**src/rtl/core/mmoq_pkg.sv**
```systemverilog
// Shared types and codes of the merging outbound chunk queue.
package mmoq_pkg;

  // Operation codes of an input transaction.
  localparam logic OP_ENQUEUE = 1'b0;
  localparam logic OP_TICK    = 1'b1;

  // Width of the batch size register.
  localparam int unsigned BATCH_REG_W = 5;
  localparam logic [BATCH_REG_W-1:0] BATCH_RESET = 5'd8;

  // Kind of a result transaction.
  typedef enum logic [1:0] {
    KIND_APPENDED = 2'd0,
    KIND_MERGED   = 2'd1,
    KIND_DROPPED  = 2'd2,
    KIND_SENT     = 2'd3
  } kind_t;

  // One input transaction.
  typedef struct packed {
    logic        opcode;
    logic [63:0] sid;
    logic [63:0] rid;
    logic [63:0] vrid;
    logic [63:0] fid;
    logic [31:0] seqnum;
  } item_t;

  // One result transaction.
  typedef struct packed {
    kind_t       kind;
    logic [63:0] out_sid;
    logic [63:0] out_rid;
    logic [63:0] out_vrid;
    logic [63:0] out_fid;
    logic [31:0] out_seqnum;
    logic        last;
  } result_t;

  // Commands from the controller to the datapath.
  typedef struct packed {
    logic  capture;
    logic  srch_clear;
    logic  srch_read;
    logic  merge_wr;
    logic  append_wr;
    logic  send_load;
    logic  pop_read;
    logic  emit;
    kind_t kind;
    logic  last;
  } dp_cmd_t;

  // Status from the datapath to the controller.
  typedef struct packed {
    logic is_tick;
    logic seq_zero;
    logic occ_zero;
    logic full;
    logic srch_end;
    logic match;
    logic send_zero;
    logic send_one;
  } dp_status_t;

endpackage

```
**src/rtl/core/mmoq_ctrl.sv**
```systemverilog
// Controller state machine of the merging outbound chunk queue.
module mmoq_ctrl (
  input  logic                clk,
  input  logic                rst,
  input  logic                start,
  output logic                busy,
  input  mmoq_pkg::dp_status_t sts,
  output mmoq_pkg::dp_cmd_t    cmd
);
  import mmoq_pkg::*;

  typedef enum logic [2:0] {
    ST_IDLE,
    ST_DISPATCH,
    ST_SEARCH,
    ST_FINISH,
    ST_SEND,
    ST_TAIL
  } state_t;

  state_t state;
  state_t state_next;
  logic   cmp_v;
  logic   pend_v;

  // Next state and commands for the current cycle.
  always_comb begin
    state_next = state;
    cmd        = '0;
    cmd.kind   = KIND_APPENDED;
    case (state)
      ST_IDLE: begin
        if (start) begin
          cmd.capture = 1'b1;
          state_next  = ST_DISPATCH;
        end
      end
      ST_DISPATCH: begin
        if (sts.is_tick) begin
          cmd.send_load = 1'b1;
          state_next    = sts.send_zero ? ST_IDLE : ST_SEND;
        end else if (!sts.seq_zero && !sts.occ_zero) begin
          cmd.srch_clear = 1'b1;
          state_next     = ST_SEARCH;
        end else begin
          state_next = ST_FINISH;
        end
      end
      ST_SEARCH: begin
        // The entry read in the previous cycle is compared in this one.
        if (cmp_v && sts.match) begin
          cmd.merge_wr = 1'b1;
          cmd.emit     = 1'b1;
          cmd.kind     = KIND_MERGED;
          cmd.last     = 1'b1;
          state_next   = ST_IDLE;
        end else if (sts.srch_end) begin
          state_next = ST_FINISH;
        end else begin
          cmd.srch_read = 1'b1;
        end
      end
      ST_FINISH: begin
        cmd.emit = 1'b1;
        cmd.last = 1'b1;
        if (sts.full) begin
          cmd.kind = KIND_DROPPED;
        end else begin
          cmd.append_wr = 1'b1;
          cmd.kind      = KIND_APPENDED;
        end
        state_next = ST_IDLE;
      end
      ST_SEND: begin
        // Pop one head entry a cycle; each is emitted in the cycle after its pop.
        cmd.pop_read = 1'b1;
        cmd.emit     = pend_v;
        cmd.kind     = KIND_SENT;
        if (sts.send_one) begin
          state_next = ST_TAIL;
        end
      end
      ST_TAIL: begin
        cmd.emit   = 1'b1;
        cmd.kind   = KIND_SENT;
        cmd.last   = 1'b1;
        state_next = ST_IDLE;
      end
      default: begin
        state_next = ST_IDLE;
      end
    endcase
  end

  // State and registered outputs.
  always_ff @(posedge clk) begin
    if (rst) begin
      state  <= ST_IDLE;
      busy   <= 1'b0;
      cmp_v  <= 1'b0;
      pend_v <= 1'b0;
    end else begin
      state  <= state_next;
      busy   <= (state_next != ST_IDLE);
      cmp_v  <= cmd.srch_read;
      pend_v <= cmd.pop_read;
    end
  end

endmodule

```
**config.mk**
```make
export PLATFORM = sky130hd
export DESIGN_NAME = mmoq_ctrl
export DESIGN_NICKNAME = d
export VERILOG_FILES = /design/src/rtl/core/mmoq_pkg.sv /design/src/rtl/core/mmoq_ctrl.sv
export SDC_FILE = /design/constraint.sdc
export NUM_CORES = 1
export LEC_CHECK = 0
export ABC_CLOCK_PERIOD_IN_PS = 1300
export BUFFER_PORTS_ARGS = -buffer_cell sky130_fd_sc_hd__buf_4
export CAP_MARGIN = 20
export CORE_AREA = 2 2 39 41
export CTS_BUF_LIST = sky130_fd_sc_hd__clkbuf_8
export DETAILED_ROUTE_END_ITERATION = 12
export DIE_AREA = 0 0 41 43
export SLEW_MARGIN = 20
export SYNTH_ARGS = -nofsm -noshare
export SYNTH_HDL_FRONTEND = slang
export SYNTH_SLANG_ARGS = --single-unit
export TNS_END_PERCENT = 20
```
**constraint.sdc**
```tcl
create_clock -name clk -period 1.3 [get_ports clk]
set_input_delay 0.13 -clock clk [delete_from_list [all_inputs] [get_ports clk]]
set_output_delay 0.13 -clock clk [all_outputs]
set_load 0.01 [all_outputs]
```
==> run_summary.xml <==
<?xml version="1.0" encoding="UTF-8"?>
<metrics>
  <group name="run_status">
    <metric name="run_status" unit="">finished, violations left</metric>
    <metric name="violations" unit="">negative setup slack</metric>
  </group>
  <group name="worst_setup_path">
    <metric name="worst_setup_path_end_kind" unit="">primary output</metric>
    <metric name="worstPathArrival" unit="ns">1.23</metric>
    <metric name="worst-r2r-setup-slack" unit="ns">0.16</metric>
    <metric name="worst_setup_path_start_kind" unit="">register</metric>
    <metric name="cp_max_fo" unit="">7</metric>
    <metric name="slowest_delay" unit="ns">0.36</metric>
    <metric name="setup.worst_path.class" unit="">reg2out</metric>
    <metric name="critical_path.top_delay_family" unit="">simple AND/OR/NAND/NOR gates</metric>
    <metric name="crit_chain" unit="">nor4b_4 &gt; nor3b_2 &gt; buf_4</metric>
    <metric name="critical-path-slowest-cell" unit="">sky130_fd_sc_hd__dfxtp_4</metric>
    <metric name="critical_path_required" unit="ns">1.17</metric>
    <metric name="worst_path_buffer_plus_inverter_count" unit="">1</metric>
  </group>
  <group name="sta">
    <metric name="fmax" unit="MHz">734</metric>
    <metric name="hold_viol_final" unit="">0</metric>
    <metric name="skew" unit="ns">0.00135</metric>
    <metric name="max-slew-margin-rel" unit="%">84.0</metric>
    <metric name="final_period_minus_worst_setup_slack" unit="ns">1.36</metric>
    <metric name="final-max-slew-violation-count" unit="">0</metric>
    <metric name="setup_viol_count_final" unit="">3</metric>
    <metric name="finalWorstSetupSlack" unit="ns">-0.0629</metric>
    <metric name="tcrit_tclk_final" unit="%">105</metric>
    <metric name="grt_setup_unrepaired" unit="">true</metric>
    <metric name="finalSetupTns" unit="ns">-0.126</metric>
    <metric name="max_slew.worst_pin.slew" unit="ns">0.238</metric>
  </group>
  <group name="global_route">
    <metric name="number_of_global_route_vias_before_repair" unit="">373</metric>
    <metric name="largest_net_degree_at_the_start_of_global_routing" unit="">11</metric>
    <metric name="globalRouteOverflowTotal" unit="">0</metric>
    <metric name="grt_pass1_wl" unit="µm">1540</metric>
    <metric name="total_routing_usage_reported_by_global_routing" unit="%">13.1</metric>
    <metric name="number_of_antenna_violations_at_the_first_check_in_global_routing" unit="">0</metric>
  </group>
  <group name="logic_synthesis">
    <metric name="synth_top_cell_area_share" unit="%">29.4</metric>
    <metric name="post_synth_main_area_contributors" unit="">sky130_fd_sc_hd__dfxtp_1 29%, sky130_fd_sc_hd__nor3_1 6.1%, sky130_fd_sc_hd__nor4b_4 5.8%</metric>
    <metric name="synth_area" unit="µm²">408</metric>
    <metric name="synth-async-reset-ratio" unit="%">0</metric>
    <metric name="yosys_register_bits" unit="">6</metric>
    <metric name="post_synth.cell_area_avg" unit="µm²">8.32</metric>
    <metric name="post_synth_edffs" unit="">0</metric>
    <metric name="syn-instance-count" unit="">49</metric>
    <metric name="synth.net_count" unit="">60</metric>
    <metric name="ys.warnings.count" unit="">0</metric>
    <metric name="seq_area_frac_synth" unit="%">29.4</metric>
    <metric name="synthFlopType" unit="">sky130_fd_sc_hd__dfxtp_1</metric>
    <metric name="synth_top_cell_by_area" unit="">sky130_fd_sc_hd__dfxtp_1</metric>
    <metric name="synth.distinct_cells" unit="">24</metric>
  </group>
  <group name="pwr">
    <metric name="power.density" unit="nW/µm²">989</metric>
    <metric name="ir_drop_worst_case_vdd" unit="V">0.000630</metric>
    <metric name="power.leakage" unit="µW">0.000314</metric>
    <metric name="total_power" unit="µW">688</metric>
  </group>
  <group name="placed_design">
    <metric name="dp.cells" unit="">88</metric>
    <metric name="hpwlAfterDp" unit="µm">765</metric>
    <metric name="placedInstanceArea" unit="µm²">597</metric>
    <metric name="preCtsSetupSlack" unit="ns">0.0497</metric>
    <metric name="weighted_congestion_at_the_end_of_routability_driven_global_placement" unit="">0.792</metric>
    <metric name="portBuffers" unit="">22</metric>
  </group>
  <group name="route">
    <metric name="via_count" unit="">470</metric>
    <metric name="drt-total-wl" unit="µm">1050</metric>
    <metric name="avgViaCountPerCell" unit="">5.00</metric>
    <metric name="drc" unit="">0</metric>
    <metric name="dr.pass1.iters" unit="">3</metric>
    <metric name="wire_length_per_cell_after_detailed_routing" unit="µm">11.2</metric>
    <metric name="drt_iter0_markers" unit="">4</metric>
    <metric name="antenna_nets_post_route" unit="">0</metric>
  </group>
  <group name="clock_tree">
    <metric name="cts_tree" unit="">yes</metric>
    <metric name="clkLatencyLatePin" unit="ns">0.22</metric>
    <metric name="clock_pin_slew_on_the_worst_setup_and_hold_paths" unit="ns">0.04</metric>
    <metric name="cts_hold_buf" unit="">0</metric>
    <metric name="cts_root_buffer" unit="">sky130_fd_sc_hd__clkbuf_8</metric>
    <metric name="tritoncts_num_sinks" unit="">6</metric>
    <metric name="cts_made_buffers" unit="">3</metric>
    <metric name="htree_levels" unit="">1</metric>
    <metric name="clk_path_buf_depth" unit="">2</metric>
  </group>
  <group name="die">
    <metric name="core.rowCount" unit="">14</metric>
    <metric name="core" unit="µm²">1380</metric>
    <metric name="die_area" unit="µm²">1760</metric>
    <metric name="die_w" unit="µm">41</metric>
    <metric name="initial_utilization" unit="%">29.5</metric>
    <metric name="boundaryPins" unit="">23</metric>
    <metric name="die_h" unit="µm">43</metric>
  </group>
  <group name="final_layout">
    <metric name="layout_commonest_cell" unit="">sky130_fd_sc_hd__buf_4</metric>
    <metric name="fill_cells" unit="">137</metric>
    <metric name="nNetsFinal" unit="">91</metric>
    <metric name="final-instance-count-excl-fill" unit="">94</metric>
    <metric name="most-common-layout-cells" unit="">29 x sky130_fd_sc_hd__buf_4, 6 x sky130_fd_sc_hd__nor2_1, 4 x sky130_fd_sc_hd__nand2_1, 4 x sky130_fd_sc_hd__a21oi_1, 4 x sky130_fd_sc_hd__nor3_1</metric>
    <metric name="n_antenna_cell" unit="">0</metric>
    <metric name="layout_cell_area_excl_fill" unit="µm²">696</metric>
    <metric name="drive_above_1_share" unit="%">59.0</metric>
    <metric name="area_growth" unit="%">70.6</metric>
  </group>
  <group name="job">
    <metric name="maxcap_violations" unit="">0</metric>
  </group>
  <group name="worst_hold_path">
    <metric name="class_of_the_tightest_hold_or_removal_check" unit="">in2reg</metric>
  </group>
</metrics>
logic make-up after synthesis:
family / count (synthesis) / share of synthesized area, %
and+or+nand+nor: 24 / 36.2
AOI/OAI and AO/OA: 13 / 22.4
DFF: 6 / 29.4
buffers and inverters: 5 / 8.28
muxes: 1 / 3.68
cell usage after synthesis (2+ instances only):
cell type,n
sky130_fd_sc_hd__dfxtp_1,6
sky130_fd_sc_hd__nor2_1,6
sky130_fd_sc_hd__nor3_1,5
sky130_fd_sc_hd__a21oi_1,4
sky130_fd_sc_hd__nand2_1,4
sky130_fd_sc_hd__buf_4,2
sky130_fd_sc_hd__inv_1,2
sky130_fd_sc_hd__nand2b_1,2
sky130_fd_sc_hd__nor2b_1,2
sky130_fd_sc_hd__o22ai_1,2
flip-flops by register name, indices dropped and copies added, names as in the netlist:
register  flops
state         3
busy          1
pend_v        1
cmp_v         1
metrics by stage:
step,hold slack [ns],util (%)
floorplan,0.207,-
global placement,0.317,43.1
detailed placement,0.320,43.1
CTS,0.0860,49.5
global route,0.100,50.3
finish,0.0898,50.3
area by class of cell:
class	count	area (µm²)	area share, %
Multi-Input combinational cell	38	283	40.6
Tap cell	16	20.0	2.88
Inverter	2	7.51	1.08
Clock buffer	3	41.3	5.94
Sequential cell	6	126	18.2
Timing Repair Buffer	29	218	31.3
routing by layer:
layer	global-route usage [%]	vias up	part of all wire, %
met4	4.00	0	0
met3	6.28	0	8.7
met5	0	-	0
met2	22.2	17	52
met1	13.3	220	39
li1	-	233	-
timing repair:
item	CTS	global route
setup buffers	3	0
pin swaps	1	1
resized for setup	8	2
endpoints found under the setup margin	10	9
power by group:
group	leakage (µW)	internal [µW]	switching [µW]
clock network	0.0000216	199	83.5
registers	0.0000506	199	15.1
logic	0.000241	106	85.6
path summary, 6_finish.rpt:
check                           cells past startpoint        to  startpoint
worst min register to register                      1    pend_v    state[0]
worst min-delay path                                2     cmp_v      sts[3]
worst max-delay path                                3    cmd[9]    state[1]
worst max register to register                      3  state[0]    state[2]
No activity file was read; power rests on OpenSTA's default activity.
